--- src/sv/btd_pkg.sv ---
// ----------------------------------------------------------------------------
// btd_pkg
// Shared types, constants and codes for the battery charge trend detector.
// ----------------------------------------------------------------------------
package btd_pkg;

  // default sizes handed to the top level
  localparam int RING_DEPTH_DEF = 12;
  localparam int MIN_FILL_DEF   = 6;

  // field widths
  localparam int VOLT_W   = 13;
  localparam int MV_W     = 14;
  localparam int PCT_W    = 8;
  localparam int THR_W    = 10;
  localparam int WAIT_W   = 16;
  localparam int TALLY_W  = 32;
  localparam int CODE_W   = 16;
  localparam int CFG_W    = 16;
  localparam int CFG_IDX_W = 3;

  // value limits
  localparam logic [VOLT_W-1:0] MV_MAX  = VOLT_W'(5000);
  localparam logic [PCT_W-1:0]  PCT_MAX = PCT_W'(100);

  // register reset values
  localparam logic [THR_W-1:0]  THR_RST    = THR_W'(15);
  localparam logic [VOLT_W-1:0] FULL_RST   = VOLT_W'(4180);
  localparam logic [WAIT_W-1:0] ACTIVE_RST = WAIT_W'(5000);
  localparam logic [WAIT_W-1:0] IDLE_RST   = WAIT_W'(15000);
  localparam logic [WAIT_W-1:0] ABSENT_RST = WAIT_W'(30000);

  // configuration register indexes
  typedef enum logic [CFG_IDX_W-1:0] {
    REG_TREND_THRESHOLD = 3'd0,
    REG_FULL_LEVEL      = 3'd1,
    REG_ACTIVE_WAIT     = 3'd2,
    REG_IDLE_WAIT       = 3'd3,
    REG_ABSENT_WAIT     = 3'd4
  } cfg_reg_t;

  // trend codes
  typedef enum logic [1:0] {
    TREND_UNKNOWN     = 2'd0,
    TREND_CHARGING    = 2'd1,
    TREND_DISCHARGING = 2'd2
  } trend_t;

  // sequencer states
  typedef enum logic [2:0] {
    ST_IDLE,
    ST_STORE,
    ST_CHECK,
    ST_SUM,
    ST_DIV,
    ST_AVG,
    ST_DECIDE,
    ST_DONE
  } seq_state_t;

  // ring control from the sequencer
  typedef struct packed {
    logic store;
    logic rd_start;
    logic rd_en;
  } ring_ctrl_t;

endpackage

--- src/sv/btd_poll_if.sv ---
// ----------------------------------------------------------------------------
// btd_poll_if
// Poll channel: one fuel-gauge poll per transfer.
// ----------------------------------------------------------------------------
interface btd_poll_if;
  logic                          valid;
  logic                          ready;
  logic                          gauge_answered;
  logic [btd_pkg::CODE_W-1:0]    charge_code;
  logic [btd_pkg::CODE_W-1:0]    cell_code;

  modport source (output valid, gauge_answered, charge_code, cell_code, input ready);
  modport sink (input valid, gauge_answered, charge_code, cell_code, output ready);
endinterface

--- src/sv/btd_result_if.sv ---
// ----------------------------------------------------------------------------
// btd_result_if
// Result channel: one report per poll.
// ----------------------------------------------------------------------------
interface btd_result_if;
  logic                              valid;
  logic                              ready;
  logic                              battery_present;
  logic signed [btd_pkg::PCT_W-1:0]  charge_percent;
  logic signed [btd_pkg::MV_W-1:0]   cell_mv;
  logic [1:0]                        trend_state;
  logic [btd_pkg::WAIT_W-1:0]        next_wait_ms;
  logic [btd_pkg::TALLY_W-1:0]       good_polls;

  modport source (output valid, battery_present, charge_percent, cell_mv, trend_state,
                  next_wait_ms, good_polls, input ready);
  modport sink (input valid, battery_present, charge_percent, cell_mv, trend_state,
                next_wait_ms, good_polls, output ready);
endinterface

--- src/sv/btd_ring.sv ---
// ----------------------------------------------------------------------------
// btd_ring
// Voltage sample ring: write pointer, fill count, and a read walker that
// steps from the newest sample backward with registered read data.
// ----------------------------------------------------------------------------
module btd_ring #(
  parameter int  DEPTH  = btd_pkg::RING_DEPTH_DEF,
  localparam int PTR_W  = $clog2(DEPTH),
  localparam int FILL_W = $clog2(DEPTH + 1)
) (
  input  logic                          clk,
  input  logic                          rst,
  input  btd_pkg::ring_ctrl_t           ctrl,
  input  logic [btd_pkg::VOLT_W-1:0]    wr_data,
  output logic [FILL_W-1:0]             fill,
  output logic [btd_pkg::VOLT_W-1:0]    rd_data
);

  localparam logic [PTR_W-1:0]  PTR_LAST  = PTR_W'(DEPTH - 1);
  localparam logic [FILL_W-1:0] FILL_FULL = FILL_W'(DEPTH);

  logic [btd_pkg::VOLT_W-1:0] mem [DEPTH];
  logic [PTR_W-1:0]           wr_pos;
  logic [PTR_W-1:0]           rd_ptr;

  // write pointer and fill count
  always_ff @(posedge clk) begin
    if (rst) begin
      wr_pos <= '0;
      fill   <= '0;
    end else if (ctrl.store) begin
      wr_pos <= (wr_pos == PTR_LAST) ? '0 : wr_pos + PTR_W'(1);
      if (fill != FILL_FULL) begin
        fill <= fill + FILL_W'(1);
      end
    end
  end

  // sample storage
  always_ff @(posedge clk) begin
    if (ctrl.store) begin
      mem[wr_pos] <= wr_data;
    end
  end

  // backward read walker, starts at the newest sample
  always_ff @(posedge clk) begin
    if (ctrl.rd_start) begin
      rd_ptr <= (wr_pos == '0) ? PTR_LAST : wr_pos - PTR_W'(1);
    end else if (ctrl.rd_en) begin
      rd_ptr <= (rd_ptr == '0) ? PTR_LAST : rd_ptr - PTR_W'(1);
    end
  end

  // registered read data
  always_ff @(posedge clk) begin
    if (ctrl.rd_en) begin
      rd_data <= mem[rd_ptr];
    end
  end

endmodule

--- src/sv/battery_charge_trend_detector_unit.sv ---
// ----------------------------------------------------------------------------
// battery_charge_trend_detector_unit
// Per-poll report of charge percent and cell voltage, a voltage trend taken
// from the sample ring, the next poll interval and a count of answered polls.
// ----------------------------------------------------------------------------
// sequence: an absent poll goes straight to the result; an answered poll
//   stores its sample and checks the fill, and with enough samples it sums and
//   divides the newest half, then the older half, and then decides the trend
// throughput: one poll at a time; set by the single shared adder/subtractor
//   that sums the ring one sample a cycle and divides one quotient bit a cycle
// reset: synchronous rst clears control, the poll tally and the ring write
//   pointer and fill count and loads the register defaults; the ring needs no clearing pass
module battery_charge_trend_detector_unit #(
  parameter int RING_DEPTH = btd_pkg::RING_DEPTH_DEF,
  parameter int MIN_FILL   = btd_pkg::MIN_FILL_DEF
) (
  input  logic                              clk,
  input  logic                              rst,
  input  logic                              cfg_wr_en,
  input  logic [btd_pkg::CFG_IDX_W-1:0]     cfg_index,
  input  logic [btd_pkg::CFG_W-1:0]         cfg_data,
  btd_poll_if.sink                          poll,
  btd_result_if.source                      result
);

  localparam int VOLT_W  = btd_pkg::VOLT_W;
  localparam int FILL_W  = $clog2(RING_DEPTH + 1);
  localparam int HALF_W  = $clog2(RING_DEPTH / 2 + 1);
  localparam int SUM_W   = VOLT_W + HALF_W;
  localparam int ALU_W   = SUM_W + 1;
  localparam int STEP_W  = $clog2(SUM_W);
  localparam int DELTA_W = VOLT_W + 1;
  localparam logic [STEP_W-1:0] STEP_LAST = STEP_W'(SUM_W - 1);

  // configuration registers
  logic [btd_pkg::THR_W-1:0]  trend_threshold_mv;
  logic [VOLT_W-1:0]          full_level_mv;
  logic [btd_pkg::WAIT_W-1:0] active_wait_ms;
  logic [btd_pkg::WAIT_W-1:0] idle_wait_ms;
  logic [btd_pkg::WAIT_W-1:0] absent_wait_ms;

  // sequencer and datapath registers
  btd_pkg::seq_state_t        state, state_next;
  logic                       answered;
  logic [btd_pkg::PCT_W-1:0]  percent;
  logic [VOLT_W-1:0]          mv;
  logic [HALF_W-1:0]          half;
  logic [HALF_W-1:0]          cnt;
  logic                       rd_pend;
  logic                       phase;
  logic [SUM_W-1:0]           acc;
  logic [SUM_W-1:0]           quo;
  logic [HALF_W-1:0]          rem;
  logic [STEP_W-1:0]          step;
  logic [VOLT_W-1:0]          avg_a;
  logic [VOLT_W-1:0]          avg_b;
  btd_pkg::trend_t            trend;
  logic [btd_pkg::TALLY_W-1:0] tally;

  // output register
  logic                              out_valid;
  logic                              out_present;
  logic [btd_pkg::PCT_W-1:0]         out_percent;
  logic [btd_pkg::MV_W-1:0]          out_mv;
  logic [1:0]                        out_trend;
  logic [btd_pkg::WAIT_W-1:0]        out_wait;
  logic [btd_pkg::TALLY_W-1:0]       out_tally;

  // control and shared unit
  logic                       in_xfer;
  logic                       out_free;
  logic                       load_out;
  btd_pkg::ring_ctrl_t        ring_ctrl;
  logic [FILL_W-1:0]          fill;
  logic [VOLT_W-1:0]          rd_data;
  logic [ALU_W-1:0]           alu_x;
  logic [ALU_W-1:0]           alu_y;
  logic                       alu_sub;
  logic [ALU_W-1:0]           alu_res;
  logic                       alu_neg;

  // decode of the incoming poll
  logic [14:0]                mv_x5;
  logic [VOLT_W-1:0]          mv_in;
  logic [btd_pkg::PCT_W-1:0]  pct_raw;
  logic [btd_pkg::PCT_W-1:0]  pct_in;
  logic                       in_window;
  logic                       few_samples;
  logic [HALF_W-1:0]          half_new;
  logic [HALF_W:0]            rem_shift;

  // trend decision
  logic signed [DELTA_W-1:0]  delta;
  logic signed [DELTA_W-1:0]  thr_pos;
  logic signed [DELTA_W-1:0]  thr_neg;
  btd_pkg::trend_t            trend_new;
  logic [btd_pkg::WAIT_W-1:0] wait_sel;
  logic [btd_pkg::TALLY_W-1:0] tally_new;

  btd_ring #(
    .DEPTH (RING_DEPTH)
  ) u_ring (
    .clk     (clk),
    .rst     (rst),
    .ctrl    (ring_ctrl),
    .wr_data (mv),
    .fill    (fill),
    .rd_data (rd_data)
  );

  // configuration writes
  always_ff @(posedge clk) begin
    if (rst) begin
      trend_threshold_mv <= btd_pkg::THR_RST;
      full_level_mv      <= btd_pkg::FULL_RST;
      active_wait_ms     <= btd_pkg::ACTIVE_RST;
      idle_wait_ms       <= btd_pkg::IDLE_RST;
      absent_wait_ms     <= btd_pkg::ABSENT_RST;
    end else if (cfg_wr_en) begin
      case (cfg_index)
        btd_pkg::REG_TREND_THRESHOLD: trend_threshold_mv <= cfg_data[btd_pkg::THR_W-1:0];
        btd_pkg::REG_FULL_LEVEL:      full_level_mv      <= cfg_data[VOLT_W-1:0];
        btd_pkg::REG_ACTIVE_WAIT:     active_wait_ms     <= cfg_data;
        btd_pkg::REG_IDLE_WAIT:       idle_wait_ms       <= cfg_data;
        btd_pkg::REG_ABSENT_WAIT:     absent_wait_ms     <= cfg_data;
        default: ;
      endcase
    end
  end

  // poll decode: mv = code12 * 5 / 4, percent clamped
  assign mv_x5     = {1'b0, poll.cell_code[15:4], 2'b00} + {3'b000, poll.cell_code[15:4]};
  assign mv_in     = mv_x5[14:2];
  assign pct_raw   = poll.charge_code[15:8];
  assign pct_in    = (pct_raw > btd_pkg::PCT_MAX) ? btd_pkg::PCT_MAX : pct_raw;
  assign in_window = (mv != '0) && (mv <= btd_pkg::MV_MAX);

  // sample count check after the store
  assign few_samples = (32'(fill) < 32'(MIN_FILL));
  assign half_new    = HALF_W'(fill >> 1);

  // shared adder/subtractor
  assign alu_res = alu_sub ? (alu_x - alu_y) : (alu_x + alu_y);
  assign alu_neg = alu_res[ALU_W-1];

  // divider trial operand: remainder with next dividend bit
  assign rem_shift = {rem, quo[SUM_W-1]};

  // trend decision from the two averages
  assign delta   = alu_res[DELTA_W-1:0];
  assign thr_pos = {{(DELTA_W - btd_pkg::THR_W){1'b0}}, trend_threshold_mv};
  assign thr_neg = -thr_pos;

  always_comb begin
    if ((avg_a >= full_level_mv) && (delta >= 0)) begin
      trend_new = btd_pkg::TREND_UNKNOWN;
    end else if (delta >= thr_pos) begin
      trend_new = btd_pkg::TREND_CHARGING;
    end else if (delta <= thr_neg) begin
      trend_new = btd_pkg::TREND_DISCHARGING;
    end else begin
      trend_new = btd_pkg::TREND_UNKNOWN;
    end
  end

  // interval and tally for the result
  always_comb begin
    if (!answered) begin
      wait_sel = absent_wait_ms;
    end else if ((32'(fill) >= 32'(RING_DEPTH)) && (trend != btd_pkg::TREND_CHARGING)) begin
      wait_sel = idle_wait_ms;
    end else begin
      wait_sel = active_wait_ms;
    end
  end
  assign tally_new = answered ? tally + btd_pkg::TALLY_W'(1) : tally;

  assign out_free = !out_valid || result.ready;
  assign in_xfer  = poll.valid && poll.ready;

  // next state
  always_comb begin
    state_next = state;
    case (state)
      btd_pkg::ST_IDLE: begin
        if (in_xfer) begin
          state_next = poll.gauge_answered ? btd_pkg::ST_STORE : btd_pkg::ST_DONE;
        end
      end
      btd_pkg::ST_STORE: state_next = btd_pkg::ST_CHECK;
      btd_pkg::ST_CHECK: begin
        state_next = (few_samples || half_new == '0) ? btd_pkg::ST_DONE : btd_pkg::ST_SUM;
      end
      btd_pkg::ST_SUM: begin
        if (cnt == half && !rd_pend) begin
          state_next = btd_pkg::ST_DIV;
        end
      end
      btd_pkg::ST_DIV: begin
        if (step == STEP_LAST) begin
          state_next = btd_pkg::ST_AVG;
        end
      end
      btd_pkg::ST_AVG:    state_next = phase ? btd_pkg::ST_DECIDE : btd_pkg::ST_SUM;
      btd_pkg::ST_DECIDE: state_next = btd_pkg::ST_DONE;
      btd_pkg::ST_DONE: begin
        if (out_free) begin
          state_next = btd_pkg::ST_IDLE;
        end
      end
      default: state_next = btd_pkg::ST_IDLE;
    endcase
  end

  // control outputs and shared unit operands
  always_comb begin
    poll.ready         = 1'b0;
    ring_ctrl.store    = 1'b0;
    ring_ctrl.rd_start = 1'b0;
    ring_ctrl.rd_en    = 1'b0;
    load_out           = 1'b0;
    alu_x              = '0;
    alu_y              = '0;
    alu_sub            = 1'b0;
    case (state)
      btd_pkg::ST_IDLE:  poll.ready = 1'b1;
      btd_pkg::ST_STORE: ring_ctrl.store = in_window;
      btd_pkg::ST_CHECK: ring_ctrl.rd_start = 1'b1;
      btd_pkg::ST_SUM: begin
        ring_ctrl.rd_en = (cnt != half);
        alu_x           = ALU_W'(acc);
        alu_y           = ALU_W'(rd_data);
      end
      btd_pkg::ST_DIV: begin
        alu_x   = ALU_W'(rem_shift);
        alu_y   = ALU_W'(half);
        alu_sub = 1'b1;
      end
      btd_pkg::ST_DECIDE: begin
        alu_x   = ALU_W'(avg_a);
        alu_y   = ALU_W'(avg_b);
        alu_sub = 1'b1;
      end
      btd_pkg::ST_DONE: load_out = out_free;
      default: ;
    endcase
  end

  // state register
  always_ff @(posedge clk) begin
    if (rst) begin
      state <= btd_pkg::ST_IDLE;
    end else begin
      state <= state_next;
    end
  end

  // poll tally
  always_ff @(posedge clk) begin
    if (rst) begin
      tally <= '0;
    end else if (load_out) begin
      tally <= tally_new;
    end
  end

  // read pipeline flag
  always_ff @(posedge clk) begin
    if (rst) begin
      rd_pend <= 1'b0;
    end else begin
      rd_pend <= ring_ctrl.rd_en;
    end
  end

  // datapath
  always_ff @(posedge clk) begin
    case (state)
      btd_pkg::ST_IDLE: begin
        if (in_xfer) begin
          answered <= poll.gauge_answered;
          percent  <= pct_in;
          mv       <= mv_in;
          trend    <= btd_pkg::TREND_UNKNOWN;
        end
      end
      btd_pkg::ST_CHECK: begin
        half  <= half_new;
        cnt   <= '0;
        acc   <= '0;
        phase <= 1'b0;
      end
      btd_pkg::ST_SUM: begin
        if (ring_ctrl.rd_en) begin
          cnt <= cnt + HALF_W'(1);
        end
        if (rd_pend) begin
          acc <= alu_res[SUM_W-1:0];
        end
        if (cnt == half && !rd_pend) begin
          quo  <= acc;
          rem  <= '0;
          step <= '0;
        end
      end
      btd_pkg::ST_DIV: begin
        // restoring division, one quotient bit a cycle
        step <= step + STEP_W'(1);
        if (!alu_neg) begin
          rem <= alu_res[HALF_W-1:0];
          quo <= {quo[SUM_W-2:0], 1'b1};
        end else begin
          rem <= rem_shift[HALF_W-1:0];
          quo <= {quo[SUM_W-2:0], 1'b0};
        end
      end
      btd_pkg::ST_AVG: begin
        if (phase) begin
          avg_b <= quo[VOLT_W-1:0];
        end else begin
          avg_a <= quo[VOLT_W-1:0];
          acc   <= '0;
          cnt   <= '0;
          phase <= 1'b1;
        end
      end
      btd_pkg::ST_DECIDE: trend <= trend_new;
      default: ;
    endcase
  end

  // output register valid
  always_ff @(posedge clk) begin
    if (rst) begin
      out_valid <= 1'b0;
    end else if (load_out) begin
      out_valid <= 1'b1;
    end else if (result.ready) begin
      out_valid <= 1'b0;
    end
  end

  // output register payload
  always_ff @(posedge clk) begin
    if (load_out) begin
      out_present <= answered;
      out_percent <= answered ? percent : '1;
      out_mv      <= answered ? {1'b0, mv} : '1;
      out_trend   <= trend;
      out_wait    <= wait_sel;
      out_tally   <= tally_new;
    end
  end

  assign result.valid           = out_valid;
  assign result.battery_present = out_present;
  assign result.charge_percent  = out_percent;
  assign result.cell_mv         = out_mv;
  assign result.trend_state     = out_trend;
  assign result.next_wait_ms    = out_wait;
  assign result.good_polls      = out_tally;

endmodule
--- src/flat_wrapper.sv ---
// flat-port wrapper written by rule: the top's interface ports become plain ports
module battery_charge_trend_detector_unit_flat 
#(
  parameter int RING_DEPTH = btd_pkg::RING_DEPTH_DEF,
  parameter int MIN_FILL   = btd_pkg::MIN_FILL_DEF
)
  (clk, rst, cfg_wr_en, cfg_index, cfg_data, poll_valid, poll_gauge_answered, poll_charge_code, poll_cell_code, poll_ready, result_valid, result_battery_present, result_charge_percent, result_cell_mv, result_trend_state, result_next_wait_ms, result_good_polls, result_ready);
  btd_poll_if poll_i ();
  btd_result_if result_i ();
  input  logic clk;
  input  logic rst;
  input  logic cfg_wr_en;
  input  logic [btd_pkg::CFG_IDX_W-1:0] cfg_index;
  input  logic [btd_pkg::CFG_W-1:0] cfg_data;
  input wire logic [$bits(poll_i.valid)-1:0] poll_valid;
  input wire logic [$bits(poll_i.gauge_answered)-1:0] poll_gauge_answered;
  input wire logic [$bits(poll_i.charge_code)-1:0] poll_charge_code;
  input wire logic [$bits(poll_i.cell_code)-1:0] poll_cell_code;
  output wire logic [$bits(poll_i.ready)-1:0] poll_ready;
  output wire logic [$bits(result_i.valid)-1:0] result_valid;
  output wire logic [$bits(result_i.battery_present)-1:0] result_battery_present;
  output wire logic [$bits(result_i.charge_percent)-1:0] result_charge_percent;
  output wire logic [$bits(result_i.cell_mv)-1:0] result_cell_mv;
  output wire logic [$bits(result_i.trend_state)-1:0] result_trend_state;
  output wire logic [$bits(result_i.next_wait_ms)-1:0] result_next_wait_ms;
  output wire logic [$bits(result_i.good_polls)-1:0] result_good_polls;
  input wire logic [$bits(result_i.ready)-1:0] result_ready;
  assign poll_i.valid = poll_valid;
  assign poll_i.gauge_answered = poll_gauge_answered;
  assign poll_i.charge_code = poll_charge_code;
  assign poll_i.cell_code = poll_cell_code;
  assign poll_ready = poll_i.ready;
  assign result_valid = result_i.valid;
  assign result_battery_present = result_i.battery_present;
  assign result_charge_percent = result_i.charge_percent;
  assign result_cell_mv = result_i.cell_mv;
  assign result_trend_state = result_i.trend_state;
  assign result_next_wait_ms = result_i.next_wait_ms;
  assign result_good_polls = result_i.good_polls;
  assign result_i.ready = result_ready;
  battery_charge_trend_detector_unit #(.RING_DEPTH(RING_DEPTH), .MIN_FILL(MIN_FILL)) u_core (.clk(clk), .rst(rst), .cfg_wr_en(cfg_wr_en), .cfg_index(cfg_index), .cfg_data(cfg_data), .poll(poll_i), .result(result_i));
endmodule
--- config.mk ---
export PLATFORM = sky130hd
export DESIGN_NAME = battery_charge_trend_detector_unit_flat
export DESIGN_NICKNAME = d
export VERILOG_FILES = /design/src/sv/btd_pkg.sv /design/src/sv/btd_poll_if.sv /design/src/sv/btd_result_if.sv /design/src/sv/btd_ring.sv /design/src/sv/battery_charge_trend_detector_unit.sv /design/src/flat_wrapper.sv
export SDC_FILE = /design/constraint.sdc
export NUM_CORES = 1
export LEC_CHECK = 0
export BUFFER_PORTS_ARGS = -buffer_cell sky130_fd_sc_hd__buf_2
export CORE_MARGIN = 5
export CORE_UTILIZATION = 40
export DETAILED_ROUTE_END_ITERATION = 12
export GPL_TIMING_DRIVEN = 0
export PLACE_DENSITY = 0.64
export SYNTH_ARGS = -nofsm -noshare
export SYNTH_HDL_FRONTEND = slang
export SYNTH_HIERARCHICAL = 1
export SYNTH_SLANG_ARGS = --single-unit
--- constraint.sdc ---
create_clock -name clk -period 4 [get_ports clk]
set_clock_uncertainty 0.05 [all_clocks]
set_input_delay 0 -clock clk [delete_from_list [all_inputs] [get_ports clk]]
set_output_delay 0 -clock clk [all_outputs]
set_load 0.005 [all_outputs]
==> out/results.txt, run 1 <==
final antenna-violating net count - 0
fin nets - 2229
Via Count - 15.1k
number of synthesized register bits - 458
post-detailed-route wirelength per cell - 19.2 um
DRC viols - 0
1st-iter DRT viols - 1060
Final Cycle Share - 112%
Clock Tree Buf Depth - 3
FP Rows - 84
P_leak - 0.00961 uW
Tmin final - 4.48 ns
Finished Layout Cells - 2819
run status - finished, violations left
pre-CTS setup slack - -0.945 ns
Num CTS Buffers - 46
async set or reset register ratio after synthesis - 0%
Layout area overhead - 21.5%
R2R setup slack - -0.48 ns
worst-path cell chain - buf_6 > buf_8 > nand3b_1 > a41oi_2 > nor4_4 > nand3_2 > buf_4 > o21ai_2 > a32oi_4 > ha_4 > nand2_1 > o21ai_2 > buf_4 > a21o_1 > o31ai_4 > xor2_2 > inv_1 > ha_1 > nand4_1 > o211ai_1 > nor2_1 > a21oi_2 > a221oi_2
Reg2Reg Depth - 23
Setup TNS - -1.16 ns
worst-path maximum fanout - 10
startpoint types - flop
total power draw - 19100 uW
unrepaired setup endpoints after global routing - yes
Sink Count - 458
Max Fclk - 0.223 GHz
DRT Pass-1 Iters - 5
reg-to-reg endpoint - u_core/trend[1]$_SDFFCE_PP0P_
Hold Crit Class - in2reg
Worst IR Drop VDD - 0.000516 V
hpwl dp - 37.7 mm
Synth area leaders - edfxtp_1 (48%), dfxtp_1 (11%), nand2_1 (4.5%), ha_1 (4.4%), a21oi_1 (2.9%)
Final WS setup - -0.480 ns
Switching Share - 37.1%
Int Power - 12000 uW
post-synthesis cell type count - 75
ratio of cells with drive above 1 in the final layout - 18.5%
register area share after synthesis - 59.3%
top_reg_cell synth - edfxtp_1
clock share of power - 21.7%
CP max-delay cell - ha_4
Die H - 240 um
Hold Crit Start - cfg_index[1]
Post-Syn Area - 21200 um2
WHS - 0.0392 ns
die width - 240 um
worst-margin pin slew - 1.42 ns
vias in the first global route - 14.8k
# diodes - 0
pin count of the biggest net entering global routing - 45
total global routing overflow - 0
Hold Violations, Final - 0
Synth Instances - 1824
crit path from - u_core/state[2]$_SDFFE_PP0P_
Net Switching - 7080 uW
reg2reg start - u_core/state[2]$_SDFFE_PP0P_
crit end category - flop
clk slew on worst S/H paths - 0.06 ns
Root Buffer - clkbuf_16
Post-Route WL - 54.2 mm
routability cong. - 0.881
leading area contributor after synthesis - edfxtp_1
Initial Util - 40.4%
Final setup viols - 6
share of Yosys cell area claimed by the top area cell type - 48.3%
Final Max Slew Viols - 0
Critical Path RT - 4.27 ns
Syn Nets - 1958
Data arrival, critical path - 4.75 ns
CP Capture Point - u_core/trend[1]$_SDFFCE_PP0P_
share of total power in sequential cells - 32.6%
first-pass GRT wire length - 81.8 mm
Cells after DPL - 2634
worst skew pair latency - 0.57 ns
PortBufs - 118
CTS tree - yes
pwr/cell area - 740 nW/um2
failing checks - setup timing
H-tree depth - 2
die area - 57800 um2
worst relative slew slack - 5.19%
critical path type - reg2reg
DR vias/cell - 5.36
synth warn - 6
max-cap viol count - 0
initial antenna violation count - 0
Comb power frac - 45.6%
num ports - 132
EDFF count, synth - 342
Crit path largest cell delay - 0.38 ns
Tot GR Track Use - 17.9%
core area - 52600 um2
synthesized area per cell - 11.6 um2
## cell families after synthesis
kind of cell	Yosys count	share of synthesized area (%)
AOI/OAI and AO/OA	301	8.94
xor gates and xnor gates	94	3.91
adders and majority gates	77	4.61
buffers and inverters	146	3.07
DFF	458	59.3
muxes	98	5.61
other	1	0.0177
and+or+nand+nor	649	14.6
## registers in the layout, summed over array words and instances (netlist names), 14 cells and up
name	flops
u_core/result.next_wait_ms	16
u_core/quo	16
u_core/result.good_polls	32
u_core/absent_wait_ms	16
u_core/u_ring/mem	156
u_core/active_wait_ms	16
u_core/result.cell_mv	14
u_core/tally	32
u_core/acc	16
u_core/idle_wait_ms	16
## through the flow
step	utilization (%)	area [um2]
3_3_place_gp	43.5	22800
4_1_cts	48.5	25500
5_1_grt	49.1	25800
3_5_place_dp	43.6	22900
2_1_floorplan	-	21400
6_report	49.1	25800
## how the worst min path moves through the flow
stage | endpoint | slack (ns) | cells after the start
CTS | u_core/full_level_mv[12]$_SDFFE_PP1P_ | 0.01 | 4
detailed placement | u_core/answered$_DFFE_PP_ | 0.18 | 1
global placement | u_core/answered$_DFFE_PP_ | 0.18 | 1
floorplan | u_core/u_ring/fill[1]$_SDFFE_PP0P_ | 0.02 | 1
global route | u_core/idle_wait_ms[6]$_SDFFE_PP0P_ | 0.07 | 4
finish | u_core/idle_wait_ms[6]$_SDFFE_PP0P_ | 0.04 | 4
## power by group through the flow
stage / registers, uW / logic (uW) / clock network (uW)
after floorplan: 6150 / 4900 / 0
after global placement: 6320 / 6520 / 0
after detailed placement: 6320 / 6680 / 0
after CTS: 6230 / 7910 / 4240
after global routing: 6280 / 9360 / 4430
final: 6230 / 8710 / 4140
## synth_stat cells (all sizes together), types with 33 or more instances
cell and number:
xor2 46, nand2b 38, mux2i 59, nand3 36, nor3 33, clkbuf 55
ha 75, xnor2 48, edfxtp 342, nand2 253, nor2 135, inv 62
o21ai 59, a21oi 123, dfxtp 116
## layout by cell type (no fill, tap or decap), drive strengths merged, types with 31 or more instances in the layout
cell type and count:
a21oi 123, buf 192, clkbuf 115, dfxtp 116
dlygate4sd3 62, edfxtp 342, ha 75, inv 65
mux2i 59, nand2 253, nand2b 38, nand3 36
nand3b 31, nor2 135, nor3 33, o21ai 59
xnor2 48, xor2 46
## critical path, delay by kind of cell, from the launching register on
family | cells | cell delay (ns)
xor+xnor | 1 | 0.15
buf+inv | 5 | 0.69
fa+ha+maj | 2 | 0.68
flops | 1 | 0.34
simple gates | 6 | 0.96
compound gates | 9 | 1.39
## cell type report
class                      instances  area, um2
clock buffer                      62       1260
multi-input combinational       1220       8610
tap                              688        861
inverter                          62        235
timing repair buffer             223       1560
clock inverter                    22        173
buffer                            84        505
fill                            4600      26700
sequential                       458      12600
## routing by layer
metal / vias up / part of all wire, % / GRT usage (%) / wire length, um
met5: - / 0 / 0 / 0
met4: 0 / 3.2 / 6.17 / 1760
met3: 113 / 5.5 / 2.71 / 2990
met2: 467 / 49 / 30.4 / 26400
met1: 7392 / 43 / 23.5 / 23000
li1: 7127 / - / - / -
## repair_timing
| action | in CTS | in global routing |
|---|---|---|
| buffers inserted | 25 | 13 |
| pin swaps | 38 | 40 |
| setup endpoints to repair | 6 | 45 |
| hold buffers | 62 | 0 |
| endpoints found under the hold margin | 103 | 0 |
| gates resized for setup | 66 | 45 |
| gates cloned | 0 | 1 |
Power figures use the tool's default switching activity.
==> inputs of run 2 (changes only) <==
--- a/config.mk
+++ b/config.mk
@@ -10,7 +10,6 @@
 export CORE_UTILIZATION = 40
 export DETAILED_ROUTE_END_ITERATION = 12
 export GPL_TIMING_DRIVEN = 0
-export PLACE_DENSITY = 0.64
 export SYNTH_ARGS = -nofsm -noshare
 export SYNTH_HDL_FRONTEND = slang
 export SYNTH_HIERARCHICAL = 1
==> out/results.txt, run 2 (synthesis gave the netlist of run 1 again) <==
run status - finished, violations left (unchanged)
failing checks - setup timing (unchanged)
fin util - 49.2% (was 49.1%)
Tot GR Track Use - 18.7% (was 17.9%)
CTS tree - yes (unchanged)
Finished Layout Cells - 2824 (was 2819)
post-detailed-route wirelength per cell - 19.5 um (was 19.2 um)
Tmin final - 4.50 ns (was 4.48 ns)
pre-CTS setup slack - -1.14 ns (was -0.945 ns)
Final Cycle Share - 113% (was 112%)
Cells after DPL - 2634 (unchanged)
DR vias/cell - 5.29 (was 5.36)
number of flip-flops in the largest register - 156 (unchanged)
die area - 57800 um2 (unchanged)
worst path bufs/invs - 3 (was 5)
Hold Crit Class - in2reg (unchanged)
worst skew pair latency - 0.58 ns (was 0.57 ns)
ratio of cells with drive above 1 in the final layout - 18.5% (about the same)
Clock Tree Buf Depth - 3 (unchanged)
FP Rows - 84 (unchanged)
vias in the first global route - 14.7k (was 14.8k)
pin count of the biggest net entering global routing - 54 (was 45)
Critical Path RT - 4.33 ns (was 4.27 ns)
DRC viols - 0 (unchanged)
Final Max Slew Viols - 0 (unchanged)
num ports - 132 (unchanged)
unrepaired setup endpoints after global routing - yes (unchanged)
die width - 240 um (unchanged)
first-pass GRT wire length - 84.2 mm (was 81.8 mm)
Layout area overhead - 21.8% (was 21.5%)
H-tree depth - 2 (unchanged)
max-cap viol count - 0 (unchanged)
Worst IR Drop VDD - 0.000564 V (was 0.000516 V)
Crit path largest cell delay - 0.44 ns (was 0.38 ns)
Sink Count - 458 (unchanged)
Data arrival, critical path - 4.83 ns (was 4.75 ns)
Root Buffer - clkbuf_16 (unchanged)
Biggest register - u_core/u_ring/mem (unchanged)
startpoint types - flop (unchanged)
Final WS setup - -0.503 ns (was -0.480 ns)
total global routing overflow - 0 (unchanged)
worst-path cell chain - buf_6 > and3b_1 > buf_6 > o2bb2ai_4 > a211oi_4 > buf_4 > a21oi_2 > xor2_1 > ha_2 > o21a_1 > o31ai_4 > nand2b_1 > a21oi_2 > xnor2_2 > ha_1 > a211o_1 > o221ai_2 > a21oi_1 > or4_1 > a221oi_2 (was buf_6 > buf_8 > nand3b_1 > a41oi_2 > nor4_4 > nand3_2 > buf_4 > o21ai_2 > a32oi_4 > ha_4 > nand2_1 > o21ai_2 > buf_4 > a21o_1 > o31ai_4 > xor2_2 > inv_1 > ha_1 > nand4_1 > o211ai_1 > nor2_1 > a21oi_2 > a221oi_2)
P_leak - 0.00964 uW (was 0.00961 uW)
Hold Violations, Final - 0 (unchanged)
worst relative slew slack - 10.5% (was 5.19%)
leading cell types in the layout, fill and taps excluded - edfxtp_1 (342), nand2_1 (252), buf_2 (132), nor2_1 (127), dfxtp_1 (115) (was edfxtp_1 (342), nand2_1 (251), buf_2 (131), nor2_1 (127), dfxtp_1 (115))
most common cell after layout, fill and taps aside - edfxtp_1 (unchanged)
Post-Route WL - 55.2 mm (was 54.2 mm)
hpwl dp - 38.4 mm (was 37.7 mm)
Num CTS Buffers - 48 (was 46)
Final setup viols - 2 (was 6)
Max Fclk - 0.222 GHz (was 0.223 GHz)
DRT Pass-1 Iters - 5 (unchanged)
CP max-delay cell - or4_1 (was ha_4)
crit end category - flop (unchanged)
Initial Util - 40.4% (unchanged)
worst-path maximum fanout - 7 (was 10)
initial antenna violation count - 1 (was 0)
Die H - 240 um (unchanged)
1st-iter DRT viols - 970 (was 1060)
worst-margin pin slew - 1.34 ns (was 1.42 ns)
final antenna-violating net count - 0 (unchanged)
Crit path max-delay family - compound AO/OA/AOI/OAI gates (unchanged)
pwr/cell area - 751 nW/um2 (was 740 nW/um2)
Via Count - 14.9k (was 15.1k)
routability cong. - 0.865 (was 0.881)
fin nets - 2229 (unchanged)
number of filler cells placed in the layout - 4665 (was 4600)
core area - 52600 um2 (unchanged)
clk slew on worst S/H paths - 0.06 ns (about the same)
PortBufs - 118 (unchanged)
critical path type - reg2reg (unchanged)
==> run 2: cell count changes in the layout (fill, tap and decap cells not counted), sizes merged <==
cell      delta
clkbuf       +4
buf          -2
bufinv       +2
clkinvlp     +1
diode        +1
inv          -1
==> run 2: layer usage <==
| metal | routed length, um | global-route usage (%) | vias up |
|---|---|---|---|
| met5 | 0 | 0 | - |
| met4 | 1410 | 5.45 | 0 |
| met3 | 2830 | 2.58 | 83 |
| met2 | 27100 | 31.5 | 410 |
| met1 | 23900 | 25.4 | 7311 |
| li1 | - | - | 7137 |
==> run 2: layout make-up <==
cell class              instances  area [um2]  area share (%)
plain buffers                  84         495            1.91
clock inverters                24         231           0.895
repair buffers                221        1560            6.01
clock buffers                  66        1350            5.22
inverters                      62         235           0.909
well taps                     688         861            3.33
multi-input cells            1220        8550            33.0
diodes                          1        2.50         0.00967
flip-flops and latches        458       12600            48.7
==> run 2: worst register-to-register path, stage by stage, from the launching register on <==
cell,delay (ns)
dfxtp_2,0.32
buf_6,0.13
and3b_1,0.17
buf_6,0.15
o2bb2ai_4,0.15
a211oi_4,0.29
buf_4,0.17
a21oi_2,0.05
xor2_1,0.19
ha_2,0.39
o21a_1,0.19
o31ai_4,0.11
nand2b_1,0.10
a21oi_2,0.07
xnor2_2,0.27
ha_1,0.30
a211o_1,0.27
o221ai_2,0.13
a21oi_1,0.08
or4_1,0.44
a221oi_2,0.30
==> run 2: timing repair <==
action / 4_1_cts / 5_1_grt
pin swaps: 32 / 34
gates cloned: 1 / 0
endpoints found under the hold margin: 102 / 0
hold buffers: 62 / 0
buffers inserted: 23 / 12
resized for setup: 68 / 34
endpoints found under the setup margin: 8 / 93
==> run 2: path summary, 6_finish.rpt <==
kind | startpoint | to | slack (ns) | cells past startpoint
worst max-delay path | u_core/state[1]$_SDFFE_PP0P_ | u_core/trend[1]$_SDFFCE_PP0P_ | -0.50 | 20
worst min-delay path | cfg_index[1] | u_core/idle_wait_ms[8]$_SDFFE_PP0P_ | 0.05 | 4
worst max register to register | u_core/state[1]$_SDFFE_PP0P_ | u_core/trend[1]$_SDFFCE_PP0P_ | -0.50 | 20
worst min register to register | u_core/trend[0]$_SDFFCE_PP0P_ | u_core/result.trend_state[0]$_DFFE_PP_ | 0.40 | 0
==> run 2: per-stage QoR <==
step / total power [uW] / TNS (ns) / hold WS [ns] / cell area [um2]
6_report: 19400 / -0.971 / 0.0535 / 25900
3_5_place_dp: 13000 / -3.40 / 0.194 / 22900
2_1_floorplan: 11000 / -0.0586 / 0.0191 / 21400
5_1_grt: 20500 / -1.84 / 0.0892 / 25900
3_3_place_gp: 12900 / -105.48 / 0.194 / 22800
4_1_cts: 18800 / -0.937 / 0.00649 / 25700
==> run 2: where the power goes <==
part | switching, uW | total [uW] | internal, uW
registers | 401 | 6250 | 5850
logic | 4830 | 8690 | 3860
clock network | 1850 | 4480 | 2630
